===== src/tms_pkg.sv =====
package tms_pkg;

    localparam int NOTE_DEPTH_DEF = 64;

    localparam int NUM_W  = 24;
    localparam int FREQ_W = 16;
    localparam int DUR_W  = 16;
    localparam int MS_W   = 20;
    localparam int WAVE_W = 16;
    localparam int IDX_W  = 6;
    localparam int CFG_W  = 24;
    localparam int NOTE_W = FREQ_W + DUR_W;

    localparam logic [NUM_W-1:0] NUMER_RST  = 24'd10000000;
    localparam logic [DUR_W-1:0] END_RST    = 16'hFFFF;
    localparam logic [DUR_W-1:0] REPEAT_RST = 16'hFFFE;

    // Reciprocal of three for 16-bit values: x / 3 == (x * 43691) >> 17
    localparam logic [16:0] RECIP3 = 17'd43691;
    localparam int RECIP3_SH = 17;
    localparam logic [MS_W-1:0] GAP_EXTRA = 20'd2;

    typedef enum logic [2:0] {
        FN_LOAD    = 3'd0,
        FN_MELODY  = 3'd1,
        FN_PLAY    = 3'd2,
        FN_CANCEL  = 3'd3,
        FN_COUNT   = 3'd4,
        FN_MS      = 3'd5
    } t_func;

    typedef enum logic [1:0] {
        CFG_NUMER  = 2'd0,
        CFG_END    = 2'd1,
        CFG_REPEAT = 2'd2
    } t_cfg_idx;

    typedef enum logic [1:0] {
        PH_IDLE = 2'd0,
        PH_TONE = 2'd1,
        PH_GAP  = 2'd2
    } t_phase;

    typedef enum logic [2:0] {
        S_IDLE,
        S_EXEC,
        S_READ,
        S_CHECK,
        S_TSEL,
        S_DIVW,
        S_APPLY,
        S_DONE
    } t_state;

    typedef struct packed {
        logic [2:0]        func;
        logic [IDX_W-1:0]  entry_index;
        logic [FREQ_W-1:0] tone_freq;
        logic [DUR_W-1:0]  tone_duration;
    } t_req;

    typedef struct packed {
        logic             speaker;
        logic             busy_res;
        logic             melody_on;
        logic [IDX_W-1:0] current_entry;
    } t_res;

    typedef struct packed {
        logic cap;
        logic exec;
        logic rd;
        logic stop;
        logic ptr_zero;
        logic take_note;
        logic div_go;
        logic apply;
    } t_cmd;

    typedef struct packed {
        logic [2:0] func;
        logic       gap_expire;
        logic       is_end;
        logic       is_rep;
        logic       freq_zero;
        logic       div_done;
    } t_stat;

endpackage


===== src/tms_ram.sv =====
module tms_ram #(
    parameter int WIDTH = 32,
    parameter int DEPTH = 64
) (
    input  logic                     i_clk,
    input  logic                     i_we,
    input  logic [$clog2(DEPTH)-1:0] i_waddr,
    input  logic [WIDTH-1:0]         i_wdata,
    input  logic                     i_re,
    input  logic [$clog2(DEPTH)-1:0] i_raddr,
    output logic [WIDTH-1:0]         o_rdata
);

    logic [WIDTH-1:0] r_mem [DEPTH];
    logic [WIDTH-1:0] r_rdata;

    always_ff @(posedge i_clk) begin
        if (i_we) begin
            r_mem[i_waddr] <= i_wdata;
        end
        if (i_re) begin
            r_rdata <= r_mem[i_raddr];
        end
    end

    assign o_rdata = r_rdata;

endmodule


===== src/tms_div.sv =====
module tms_div
    import tms_pkg::*;
(
    input  logic              i_clk,
    input  logic              i_rst_n,
    input  logic              i_go,
    input  logic [NUM_W-1:0]  i_num,
    input  logic [FREQ_W-1:0] i_den,
    output logic              o_done,
    output logic [NUM_W-1:0]  o_quo
);

    localparam int CNT_W = $clog2(NUM_W);

    logic              r_run, n_run;
    logic              r_done, n_done;
    logic [CNT_W-1:0]  r_cnt, n_cnt;
    logic [NUM_W-1:0]  r_q, n_q;
    logic [FREQ_W-1:0] r_rem, n_rem;
    logic [FREQ_W-1:0] r_den, n_den;
    logic [FREQ_W:0]   w_trial;

    // One quotient bit per cycle, restoring form
    always_comb begin
        n_run  = r_run;
        n_done = 1'b0;
        n_cnt  = r_cnt;
        n_q    = r_q;
        n_rem  = r_rem;
        n_den  = r_den;
        w_trial = {r_rem, r_q[NUM_W-1]};
        if (i_go) begin
            n_run = 1'b1;
            n_cnt = '0;
            n_q   = i_num;
            n_rem = '0;
            n_den = i_den;
        end else if (r_run) begin
            if (w_trial >= {1'b0, r_den}) begin
                n_rem = FREQ_W'(w_trial - {1'b0, r_den});
                n_q   = {r_q[NUM_W-2:0], 1'b1};
            end else begin
                n_rem = w_trial[FREQ_W-1:0];
                n_q   = {r_q[NUM_W-2:0], 1'b0};
            end
            if (r_cnt == CNT_W'(NUM_W - 1)) begin
                n_run  = 1'b0;
                n_done = 1'b1;
            end else begin
                n_cnt = r_cnt + 1'b1;
            end
        end
    end

    always_ff @(posedge i_clk) begin
        if (!i_rst_n) begin
            r_run  <= 1'b0;
            r_done <= 1'b0;
            r_cnt  <= '0;
        end else begin
            r_run  <= n_run;
            r_done <= n_done;
            r_cnt  <= n_cnt;
        end
        r_q   <= n_q;
        r_rem <= n_rem;
        r_den <= n_den;
    end

    assign o_done = r_done;
    assign o_quo  = r_q;

endmodule


===== src/tms_ctrl.sv =====
module tms_ctrl
    import tms_pkg::*;
(
    input  logic  i_clk,
    input  logic  i_rst_n,
    input  logic  start,
    input  t_stat i_stat,
    output t_cmd  o_cmd,
    output logic  busy,
    output logic  o_valid
);

    t_state r_state, n_state;
    logic   r_again, n_again;

    always_ff @(posedge i_clk) begin
        if (!i_rst_n) begin
            r_state <= S_IDLE;
            r_again <= 1'b0;
        end else begin
            r_state <= n_state;
            r_again <= n_again;
        end
    end

    always_comb begin
        n_state = r_state;
        n_again = r_again;
        o_cmd   = '0;
        unique case (r_state)
            S_IDLE: begin
                if (start) begin
                    o_cmd.cap = 1'b1;
                    n_state   = S_EXEC;
                end
            end
            S_EXEC: begin
                o_cmd.exec = 1'b1;
                n_again    = 1'b0;
                if (i_stat.func == FN_MELODY) begin
                    n_state = S_READ;
                end else if (i_stat.func == FN_PLAY) begin
                    n_state = S_TSEL;
                end else if (i_stat.func == FN_MS && i_stat.gap_expire) begin
                    n_state = S_READ;
                end else begin
                    n_state = S_DONE;
                end
            end
            S_READ: begin
                o_cmd.rd = 1'b1;
                n_state  = S_CHECK;
            end
            S_CHECK: begin
                // entry 0 after a repeat plays as it is
                priority if (r_again) begin
                    o_cmd.take_note = 1'b1;
                    n_state         = S_TSEL;
                end else if (i_stat.is_end) begin
                    o_cmd.stop = 1'b1;
                    n_state    = S_DONE;
                end else if (i_stat.is_rep) begin
                    o_cmd.ptr_zero = 1'b1;
                    n_again        = 1'b1;
                    n_state        = S_READ;
                end else begin
                    o_cmd.take_note = 1'b1;
                    n_state         = S_TSEL;
                end
            end
            S_TSEL: begin
                if (i_stat.freq_zero) begin
                    n_state = S_APPLY;
                end else begin
                    o_cmd.div_go = 1'b1;
                    n_state      = S_DIVW;
                end
            end
            S_DIVW: begin
                if (i_stat.div_done) begin
                    n_state = S_APPLY;
                end
            end
            S_APPLY: begin
                o_cmd.apply = 1'b1;
                n_state     = S_DONE;
            end
            S_DONE: begin
                n_state = S_IDLE;
            end
            default: begin
                n_state = S_IDLE;
            end
        endcase
    end

    assign busy    = (r_state != S_IDLE);
    assign o_valid = (r_state == S_DONE);

endmodule


===== src/tms_dp.sv =====
module tms_dp
    import tms_pkg::*;
#(
    parameter int NOTE_DEPTH = NOTE_DEPTH_DEF
) (
    input  logic             i_clk,
    input  logic             i_rst_n,
    input  t_req             i_req,
    input  t_cmd             i_cmd,
    input  logic             i_cfg_we,
    input  logic [1:0]       i_cfg_idx,
    input  logic [CFG_W-1:0] i_cfg_data,
    output t_stat            o_stat,
    output t_res             o_res
);

    localparam int AW = $clog2(NOTE_DEPTH);

    // Configuration
    logic [NUM_W-1:0] r_numer;
    logic [DUR_W-1:0] r_end, r_rep;

    always_ff @(posedge i_clk) begin
        if (!i_rst_n) begin
            r_numer <= NUMER_RST;
            r_end   <= END_RST;
            r_rep   <= REPEAT_RST;
        end else if (i_cfg_we) begin
            unique case (i_cfg_idx)
                CFG_NUMER:  r_numer <= i_cfg_data;
                CFG_END:    r_end   <= i_cfg_data[DUR_W-1:0];
                CFG_REPEAT: r_rep   <= i_cfg_data[DUR_W-1:0];
                default:    ;
            endcase
        end
    end

    t_req              r_req;
    logic [AW-1:0]     r_wsel;
    logic [AW-1:0]     r_ptr, n_ptr;
    logic              r_melody, n_melody;
    logic              r_busy, n_busy;
    t_phase            r_phase, n_phase;
    logic [MS_W-1:0]   r_ms, n_ms;
    logic [WAVE_W-1:0] r_wave, n_wave;
    logic [WAVE_W-1:0] r_wrap, n_wrap;
    logic [WAVE_W-1:0] r_high, n_high;
    logic              r_oe, n_oe;
    logic [DUR_W-1:0]  r_last, n_last;
    logic [FREQ_W-1:0] r_tfreq, n_tfreq;
    logic [DUR_W-1:0]  r_tdur, n_tdur;

    logic [NOTE_W-1:0] w_rdata;
    logic [IDX_W-1:0]  w_rem;
    logic [31:0]       w_rem_ext;
    logic              w_div_done;
    logic [NUM_W-1:0]  w_quo;
    logic [WAVE_W-1:0] w_per;
    logic [32:0]       w_gap_prod;
    logic [MS_W-1:0]   w_gap_ms;
    logic [MS_W-1:0]   w_tone_ms;
    logic [31:0]       w_ptr_ext;
    logic              w_ms_low;

    // entry_index modulo depth by conditional subtraction
    always_comb begin
        w_rem = i_req.entry_index;
        for (int k = IDX_W - 1; k >= 0; k--) begin
            if (32'(w_rem) >= (NOTE_DEPTH << k)) begin
                w_rem = w_rem - IDX_W'(NOTE_DEPTH << k);
            end
        end
        w_rem_ext = 32'(w_rem);
    end

    tms_ram #(
        .WIDTH(NOTE_W),
        .DEPTH(NOTE_DEPTH)
    ) u_ram (
        .i_clk  (i_clk),
        .i_we   (i_cmd.exec && r_req.func == FN_LOAD),
        .i_waddr(r_wsel),
        .i_wdata({r_req.tone_freq, r_req.tone_duration}),
        .i_re   (i_cmd.rd),
        .i_raddr(r_ptr),
        .o_rdata(w_rdata)
    );

    tms_div u_div (
        .i_clk  (i_clk),
        .i_rst_n(i_rst_n),
        .i_go   (i_cmd.div_go),
        .i_num  (r_numer),
        .i_den  (r_tfreq),
        .o_done (w_div_done),
        .o_quo  (w_quo)
    );

    assign w_per      = (w_quo[NUM_W-1:WAVE_W] != '0) ? '1 : w_quo[WAVE_W-1:0];
    assign w_gap_prod = 33'(r_last) * 33'(RECIP3);
    assign w_gap_ms   = MS_W'(w_gap_prod >> RECIP3_SH) + GAP_EXTRA;
    assign w_tone_ms  = MS_W'({r_tdur, 3'b000}) + MS_W'({r_tdur, 1'b0});
    assign w_ms_low   = (r_ms[MS_W-1:1] == '0);

    always_ff @(posedge i_clk) begin
        if (i_cmd.cap) begin
            r_req  <= i_req;
            r_wsel <= w_rem_ext[AW-1:0];
        end
    end

    always_comb begin
        n_ptr    = r_ptr;
        n_melody = r_melody;
        n_busy   = r_busy;
        n_phase  = r_phase;
        n_ms     = r_ms;
        n_wave   = r_wave;
        n_wrap   = r_wrap;
        n_high   = r_high;
        n_oe     = r_oe;
        n_last   = r_last;
        n_tfreq  = r_tfreq;
        n_tdur   = r_tdur;
        if (i_cmd.exec) begin
            unique case (r_req.func)
                FN_MELODY: begin
                    n_melody = 1'b1;
                    n_busy   = 1'b1;
                    n_ptr    = '0;
                    n_oe     = 1'b0;
                    n_phase  = PH_IDLE;
                    n_ms     = '0;
                end
                FN_PLAY: begin
                    n_tfreq = r_req.tone_freq;
                    n_tdur  = r_req.tone_duration;
                end
                FN_CANCEL: begin
                    n_melody = 1'b0;
                    n_busy   = 1'b0;
                    n_ptr    = '0;
                    n_oe     = 1'b0;
                    n_phase  = PH_IDLE;
                    n_ms     = '0;
                end
                FN_COUNT: begin
                    if (r_oe) begin
                        n_wave = (r_wave >= r_wrap) ? '0 : r_wave + 1'b1;
                    end
                end
                FN_MS: begin
                    if (r_phase != PH_IDLE) begin
                        if (!w_ms_low) begin
                            n_ms = r_ms - 1'b1;
                        end else if (r_phase == PH_TONE) begin
                            n_oe = 1'b0;
                            if (r_melody) begin
                                n_phase = PH_GAP;
                                n_ms    = w_gap_ms;
                            end else begin
                                n_busy  = 1'b0;
                                n_phase = PH_IDLE;
                                n_ms    = '0;
                            end
                        end else begin
                            n_ptr = (32'(r_ptr) == NOTE_DEPTH - 1) ? '0 : r_ptr + 1'b1;
                        end
                    end
                end
                default: ;
            endcase
        end
        if (i_cmd.stop) begin
            n_melody = 1'b0;
            n_busy   = 1'b0;
            n_ptr    = '0;
            n_oe     = 1'b0;
            n_phase  = PH_IDLE;
            n_ms     = '0;
        end
        if (i_cmd.ptr_zero) begin
            n_ptr = '0;
        end
        if (i_cmd.take_note) begin
            n_last  = w_rdata[DUR_W-1:0];
            n_tdur  = w_rdata[DUR_W-1:0];
            n_tfreq = w_rdata[NOTE_W-1:DUR_W];
        end
        if (i_cmd.apply) begin
            if (r_tfreq == '0) begin
                n_oe = 1'b0;
            end else begin
                n_wrap = w_per;
                n_high = w_per >> 1;
                n_wave = '0;
                n_oe   = 1'b1;
            end
            n_ms    = w_tone_ms;
            n_phase = PH_TONE;
            n_busy  = 1'b1;
        end
    end

    always_ff @(posedge i_clk) begin
        if (!i_rst_n) begin
            r_ptr    <= '0;
            r_melody <= 1'b0;
            r_busy   <= 1'b0;
            r_phase  <= PH_IDLE;
            r_ms     <= '0;
            r_wave   <= '0;
            r_wrap   <= '0;
            r_high   <= '0;
            r_oe     <= 1'b0;
            r_last   <= '0;
        end else begin
            r_ptr    <= n_ptr;
            r_melody <= n_melody;
            r_busy   <= n_busy;
            r_phase  <= n_phase;
            r_ms     <= n_ms;
            r_wave   <= n_wave;
            r_wrap   <= n_wrap;
            r_high   <= n_high;
            r_oe     <= n_oe;
            r_last   <= n_last;
        end
        r_tfreq <= n_tfreq;
        r_tdur  <= n_tdur;
    end

    assign w_ptr_ext = 32'(r_ptr);

    always_comb begin
        o_stat            = '0;
        o_stat.func       = r_req.func;
        o_stat.gap_expire = (r_phase == PH_GAP) && w_ms_low;
        o_stat.is_end     = (w_rdata[DUR_W-1:0] == r_end);
        o_stat.is_rep     = (w_rdata[DUR_W-1:0] == r_rep);
        o_stat.freq_zero  = (r_tfreq == '0);
        o_stat.div_done   = w_div_done;
    end

    assign o_res.speaker       = r_oe && (r_wave < r_high);
    assign o_res.busy_res      = r_busy;
    assign o_res.melody_on     = r_melody;
    assign o_res.current_entry = w_ptr_ext[IDX_W-1:0];

endmodule


===== src/tone_melody_sequencer_core.sv =====
// Square-wave tone and melody player. Issue a request with start while busy is low;
// every request gives exactly one result, shown on o_res for one cycle with o_valid
// high, and the receiver cannot hold it off. Load, cancel, the count tick and an ms
// tick that ends no gap go from the execute step straight to the result strobe. Play
// frequency runs the period divider, unless the frequency is zero (a rest). Start
// melody and an ms tick that ends a gap first fetch a note: a tone runs the divider,
// a rest does not, the end marker stops the melody, and a repeat marker fetches
// entry 0 again. The long paths are set by the period divider, which produces one
// quotient bit per cycle for its 24-bit quotient and then a registered done flag, and
// by the note memory's registered read. Write configuration only while busy is low.
module tone_melody_sequencer_core
    import tms_pkg::*;
#(
    parameter int NOTE_DEPTH = NOTE_DEPTH_DEF
) (
    input  logic             i_clk,
    input  logic             i_rst_n,
    input  logic             start,
    output logic             busy,
    input  t_req             i_req,
    output logic             o_valid,
    output t_res             o_res,
    input  logic             i_cfg_we,
    input  logic [1:0]       i_cfg_idx,
    input  logic [CFG_W-1:0] i_cfg_data
);

    t_cmd  w_cmd;
    t_stat w_stat;

    // Sequence each request: latch, execute, fetch note, divide, apply, strobe
    tms_ctrl u_ctrl (
        .i_clk  (i_clk),
        .i_rst_n(i_rst_n),
        .start  (start),
        .i_stat (w_stat),
        .o_cmd  (w_cmd),
        .busy   (busy),
        .o_valid(o_valid)
    );

    // Hold tone, timing and melody state; the note memory and divider live here
    tms_dp #(
        .NOTE_DEPTH(NOTE_DEPTH)
    ) u_dp (
        .i_clk     (i_clk),
        .i_rst_n   (i_rst_n),
        .i_req     (i_req),
        .i_cmd     (w_cmd),
        .i_cfg_we  (i_cfg_we),
        .i_cfg_idx (i_cfg_idx),
        .i_cfg_data(i_cfg_data),
        .o_stat    (w_stat),
        .o_res     (o_res)
    );

endmodule

===== config.mk =====
export PLATFORM = sky130hd
export DESIGN_NAME = tone_melody_sequencer_core
export DESIGN_NICKNAME = d
export VERILOG_FILES = /design/src/tms_pkg.sv /design/src/tms_ram.sv /design/src/tms_div.sv /design/src/tms_ctrl.sv /design/src/tms_dp.sv /design/src/tone_melody_sequencer_core.sv
export SDC_FILE = /design/constraint.sdc
export NUM_CORES = 2
export LEC_CHECK = 0
export ABC_AREA = 0
export BUFFER_PORTS_ARGS = -buffer_cell sky130_fd_sc_hd__buf_2
export CORE_MARGIN = 2
export CORE_UTILIZATION = 63
export DETAILED_ROUTE_END_ITERATION = 6
export GPL_TIMING_DRIVEN = 0
export PLACE_DENSITY = 0.84
export SLEW_MARGIN = 20
export SYNTH_ARGS = -nofsm -noshare
export SYNTH_HDL_FRONTEND = slang
export SYNTH_SLANG_ARGS = --single-unit

===== constraint.sdc =====
create_clock -name i_clk -period 6.31 [get_ports i_clk]
set_input_delay 0.9465 -clock i_clk [delete_from_list [all_inputs] [get_ports i_clk]]
set_output_delay 0.9465 -clock i_clk [all_outputs]
set_load 0.005 [all_outputs]

==> metrics.cfg <==
[status]
run_status = complete, no violations

[setup_path]
timing.setup.critical_path_class = register to register
setup.worst_path.start_class = register
timing.reg2reg.setup_slack_ps = 180
worst-endpoint-arrival_ps = 6890
worstReg2RegStart = u_dp.r_last[3]
critPathMaxFanout = 6
data_required_time_at_the_worst_endpoint_ps = 7070
critical_path.reg2reg.endpoint = u_dp.r_ms[9]
critical_path.endpoint_type = register
rr_worst_depth = 24

[grt]
congestion_overflow_gr = 0
grt_start_max_net_pins = 33
use_met3 = 0.1422
grt-busiest-layer = met2
grtUsageMet1 = 0.4836
antenna_found_initial = 37
wire_length_of_the_first_global_routing_pass_um = 446700
grt.total_usage = 0.4173
grtUsageMet2 = 0.6419
vias_in_the_first_global_route = 56850

[logic_synthesis]
syn-num-nets = 5338
asyncSetResetFlopFracSynth = 0
yosysWarnings = 0
synth_edf_count = 2193
postSynthAreaPerCell_um2 = 19.45
synth-main-ff-cell = sky130_fd_sc_hd__edfxtp_1
synth.lib_cells_used.distinct = 84
seq_area_frac_synth = 0.7114
synthesis.area_um2 = 97130
synth.ff_latch_count = 2355
synth_cells = 4994

[placement]
place_area_um2 = 103700
place_ws_ps = -666.4
dp_hpwl_um = 195900
port_buffers = 81
gp_congestion = 0.8945

[sta]
fin_ws_ps = 178.8
fmax_mhz = 163.1
fin_crit_ps = 6131
hold_viol_final = 0
final-setup-viol-count = 0
final_max_slew_viol_count = 0
relSlewSlack = 0.1575
timing_worst_slew_pin_value_ps = 1264
timing.final.crit_share = 0.9717
timing.clock.skew_ps = 90.43

[job]
maxCapViolCount = 0

[worst_hold_path]
holdCritStartpoint = i_req[36]
hold_end = u_dp.r_wsel[4]
timing.hold.worst.class = primary input to register
min_delay_path_depth = 1

[clock_tree]
tritoncts = done
clk_pin_slew_ps = 60
total_cts_buffers = 216
latest_clock_arrival_within_the_worst_skew_pair_ps = 910
cts_sinks = 2355
clk_root_buffer_cell = sky130_fd_sc_hd__clkbuf_16
clockBufferDepth = 3
cts-htree-levels = 4

[layout]
finish.net_count = 5811
drive_above_1_share = 0.2627
fin_area_um2 = 111300
area_growth_from_synthesis_to_final_layout_pct = 14.55

[route]
routed_via_density = 7.477
initial_detailed_routing_violation_count = 9937
detail_route.wl_per_cell_um = 41.86
finalWirelength_um = 322900
route.antenna.remaining_nets = 0
detail_route.drc_violations = 0
vias = 57670
first_pass_iters = 6

[floorplanning]
die_area_um2 = 157300
design.portCount = 82
chipHeight_um = 396.7
initial_core_util = 0.6328
placement_rows = 144
core-area_um2 = 153500
die_w_um = 396.7

[pwr]
power.ir.vdd_worst_uv = 291.5
pwr_density_cell_nw_per_um2 = 307.5
power.static_leakage_nw = 36.17

flip-flops by register name, indices dropped and copies added (netlist names), 2 cells and up:
| name | count |
|---|---|
| u_dp.u_ram.o_rdata | 32 |
| u_dp.r_req | 32 |
| u_dp.o_stat | 3 |
| u_dp.r_wave | 16 |
| u_dp.u_ram.r_mem | 2048 |
| u_dp.r_last | 16 |
| u_dp.r_tdur | 16 |
| u_dp.r_rep | 16 |
| u_dp.u_div.r_rem | 16 |
| u_dp.r_ms | 20 |
| u_dp.r_ptr | 6 |
| u_dp.r_end | 16 |
| u_dp.r_numer | 24 |
| u_dp.r_tfreq | 16 |
| u_dp.r_wrap | 15 |
| u_dp.r_phase | 2 |
| u_dp.r_wsel | 6 |
| u_dp.u_div.r_den | 16 |
| u_dp.u_div.o_quo | 24 |
| u_dp.u_div.r_cnt | 5 |
| u_ctrl.r_state | 3 |
layout by cell type, fill, tap and decap left out, drive strengths merged, types with 7 or more instances in the layout:
cell type,synthesis,layout
a211oi,16,16
a21o,33,33
a21oi,97,97
a31oi,7,7
and2,11,11
and3,18,18
buf,72,309
bufinv,0,20
clkbuf,148,438
clkinv,1,98
dfxtp,162,162
diode,0,19
edfxtp,2193,2193
fa,79,79
ha,194,194
inv,203,209
mux2,46,46
mux2i,40,40
mux4,658,658
nand2,276,276
nand2b,23,23
nand3,77,77
nand3b,7,7
nand4,21,21
nor2,194,194
nor2b,16,16
nor3,39,39
nor4,23,23
o211ai,10,10
o21a,9,9
o21ai,89,89
o221a,16,16
o22ai,11,11
or3,8,8
xnor2,40,40
xor2,71,71
how the worst max path moves through the flow:
| stage | cells after the start | end | startpoint | slack, ps |
|---|---|---|---|---|
| 2_1_floorplan | 22 | u_dp.r_ms[10] | u_dp.r_last[1] | 520 |
| 3_3_place_gp | 22 | u_dp.r_ms[10] | u_dp.r_last[1] | -590 |
| 3_5_place_dp | 22 | u_dp.r_ms[10] | u_dp.r_last[1] | -670 |
| 4_1_cts | 23 | u_dp.r_ms[9] | u_dp.r_last[10] | -30 |
| 5_1_grt | 24 | u_dp.r_ms[9] | u_dp.r_last[1] | -50 |
| 6_report | 24 | u_dp.r_ms[9] | u_dp.r_last[3] | 180 |
stage by stage:
step	setup TNS (ps)	utilization	hold WS, ps	power [mW]	instances
after floorplan	0	-	426.8	19.79	4994
after global placement	-3206	0.6521	437.0	20.57	7119
after detailed placement	-4057	0.6758	447.3	20.97	7275
after CTS	-85.98	0.7225	217.8	34.01	7681
after global routing	-118.4	0.7246	226.7	34.81	7699
final	0	0.7248	233.6	34.21	7713
synth_stat cells (5+ instances only):
cell	n	area, µm²
sky130_fd_sc_hd__and2_1	9	56.30
sky130_fd_sc_hd__nor2b_1	16	100.1
sky130_fd_sc_hd__ha_1	194	2427
sky130_fd_sc_hd__mux4_2	658	14820
sky130_fd_sc_hd__o221a_2	16	180.2
sky130_fd_sc_hd__o21ai_0	79	395.4
sky130_fd_sc_hd__a2111oi_0	6	52.55
sky130_fd_sc_hd__a211oi_1	16	120.1
sky130_fd_sc_hd__a21oi_1	97	485.5
sky130_fd_sc_hd__nand2b_1	23	143.9
sky130_fd_sc_hd__a31oi_1	7	43.79
sky130_fd_sc_hd__nor2_1	192	720.7
sky130_fd_sc_hd__edfxtp_1	2193	65850
sky130_fd_sc_hd__nand4_1	21	131.4
sky130_fd_sc_hd__inv_1	203	762.0
sky130_fd_sc_hd__o22ai_1	11	68.82
sky130_fd_sc_hd__nor3_1	37	185.2
sky130_fd_sc_hd__o21ai_1	8	40.04
sky130_fd_sc_hd__nor4_1	22	137.6
sky130_fd_sc_hd__mux2i_1	40	400.4
sky130_fd_sc_hd__o211ai_1	9	67.56
sky130_fd_sc_hd__buf_1	54	202.7
sky130_fd_sc_hd__and3_1	17	106.4
sky130_fd_sc_hd__xor2_1	71	621.9
sky130_fd_sc_hd__o21bai_1	5	37.54
sky130_fd_sc_hd__dfxtp_1	162	3243
sky130_fd_sc_hd__nand3b_1	7	52.55
sky130_fd_sc_hd__o21a_1	9	67.56
sky130_fd_sc_hd__nand2_1	275	1032
sky130_fd_sc_hd__or3_1	7	43.79
sky130_fd_sc_hd__xnor2_1	40	350.3
sky130_fd_sc_hd__buf_2	15	75.07
sky130_fd_sc_hd__nand3_1	76	380.4
sky130_fd_sc_hd__or2_2	5	31.28
sky130_fd_sc_hd__fa_1	79	1582
sky130_fd_sc_hd__mux2_2	46	518.0
sky130_fd_sc_hd__a21o_1	32	240.2
sky130_fd_sc_hd__clkbuf_1	148	555.5
cell type report:
class / instances / area [µm²]
fill: 8196 / 42240
sequential: 2355 / 69120
clock inverter: 129 / 1334
buffer: 220 / 920.9
inverter: 204 / 765.7
antenna: 19 / 47.55
timing repair buffer: 255 / 3669
multi-input combinational: 2215 / 27160
tap: 2044 / 2557
clock buffer: 272 / 5695
metal layers:
layer	routed length, µm	up-vias
li1	-	21120
met1	94070	28510
met2	149900	6307
met3	45830	1687
met4	32660	46
met5	431	-
where the power goes:
group	switching (mW)	total, mW	internal [mW]	leakage, nW
clock network	6.13	13.4	7.24	3.40
logic	1.81	2.81	1.01	11.7
registers	0.331	18.0	17.7	21.1
cell families (layout without fill, tap and decap cells):
group,Yosys count,in the layout,share of synthesized area
adder cells (fa/ha/maj),273,273,0.04127
XOR/XNOR,111,111,0.01001
other,0,19,0
flip-flops,2355,2355,0.7114
buffers and inverters,424,1080,0.01669
AO/OA/AOI/OAI,341,341,0.02275
AND/OR/NAND/NOR,746,746,0.03590
multiplexers,744,744,0.1620
repair_timing:
item	CTS	global route
pin swaps	3	6
gates resized for setup	24	33
setup buffers	5	11
setup endpoints to repair	13	12
hold buffers	0	0
critical path, stage by stage, from the launching register on:
cell and delay, ps:
sky130_fd_sc_hd__dfxtp_4 400, sky130_fd_sc_hd__ha_2 330, sky130_fd_sc_hd__xor2_2 200, sky130_fd_sc_hd__ha_1 290, sky130_fd_sc_hd__inv_1 70, sky130_fd_sc_hd__fa_1 510
sky130_fd_sc_hd__inv_1 50, sky130_fd_sc_hd__fa_1 460, sky130_fd_sc_hd__fa_1 490, sky130_fd_sc_hd__inv_1 50, sky130_fd_sc_hd__fa_1 470, sky130_fd_sc_hd__inv_1 50
sky130_fd_sc_hd__ha_2 370, sky130_fd_sc_hd__o21ai_0 100, sky130_fd_sc_hd__nand2b_1 120, sky130_fd_sc_hd__o21ai_1 120, sky130_fd_sc_hd__or4_1 570, sky130_fd_sc_hd__o2111ai_4 140
sky130_fd_sc_hd__ha_4 190, sky130_fd_sc_hd__nand4b_1 180, sky130_fd_sc_hd__nor4_4 250, sky130_fd_sc_hd__buf_4 180, sky130_fd_sc_hd__xor2_1 150, sky130_fd_sc_hd__nand2_1 80
sky130_fd_sc_hd__a31oi_1 190
Note: power is estimated with default switching activity, not from simulation.
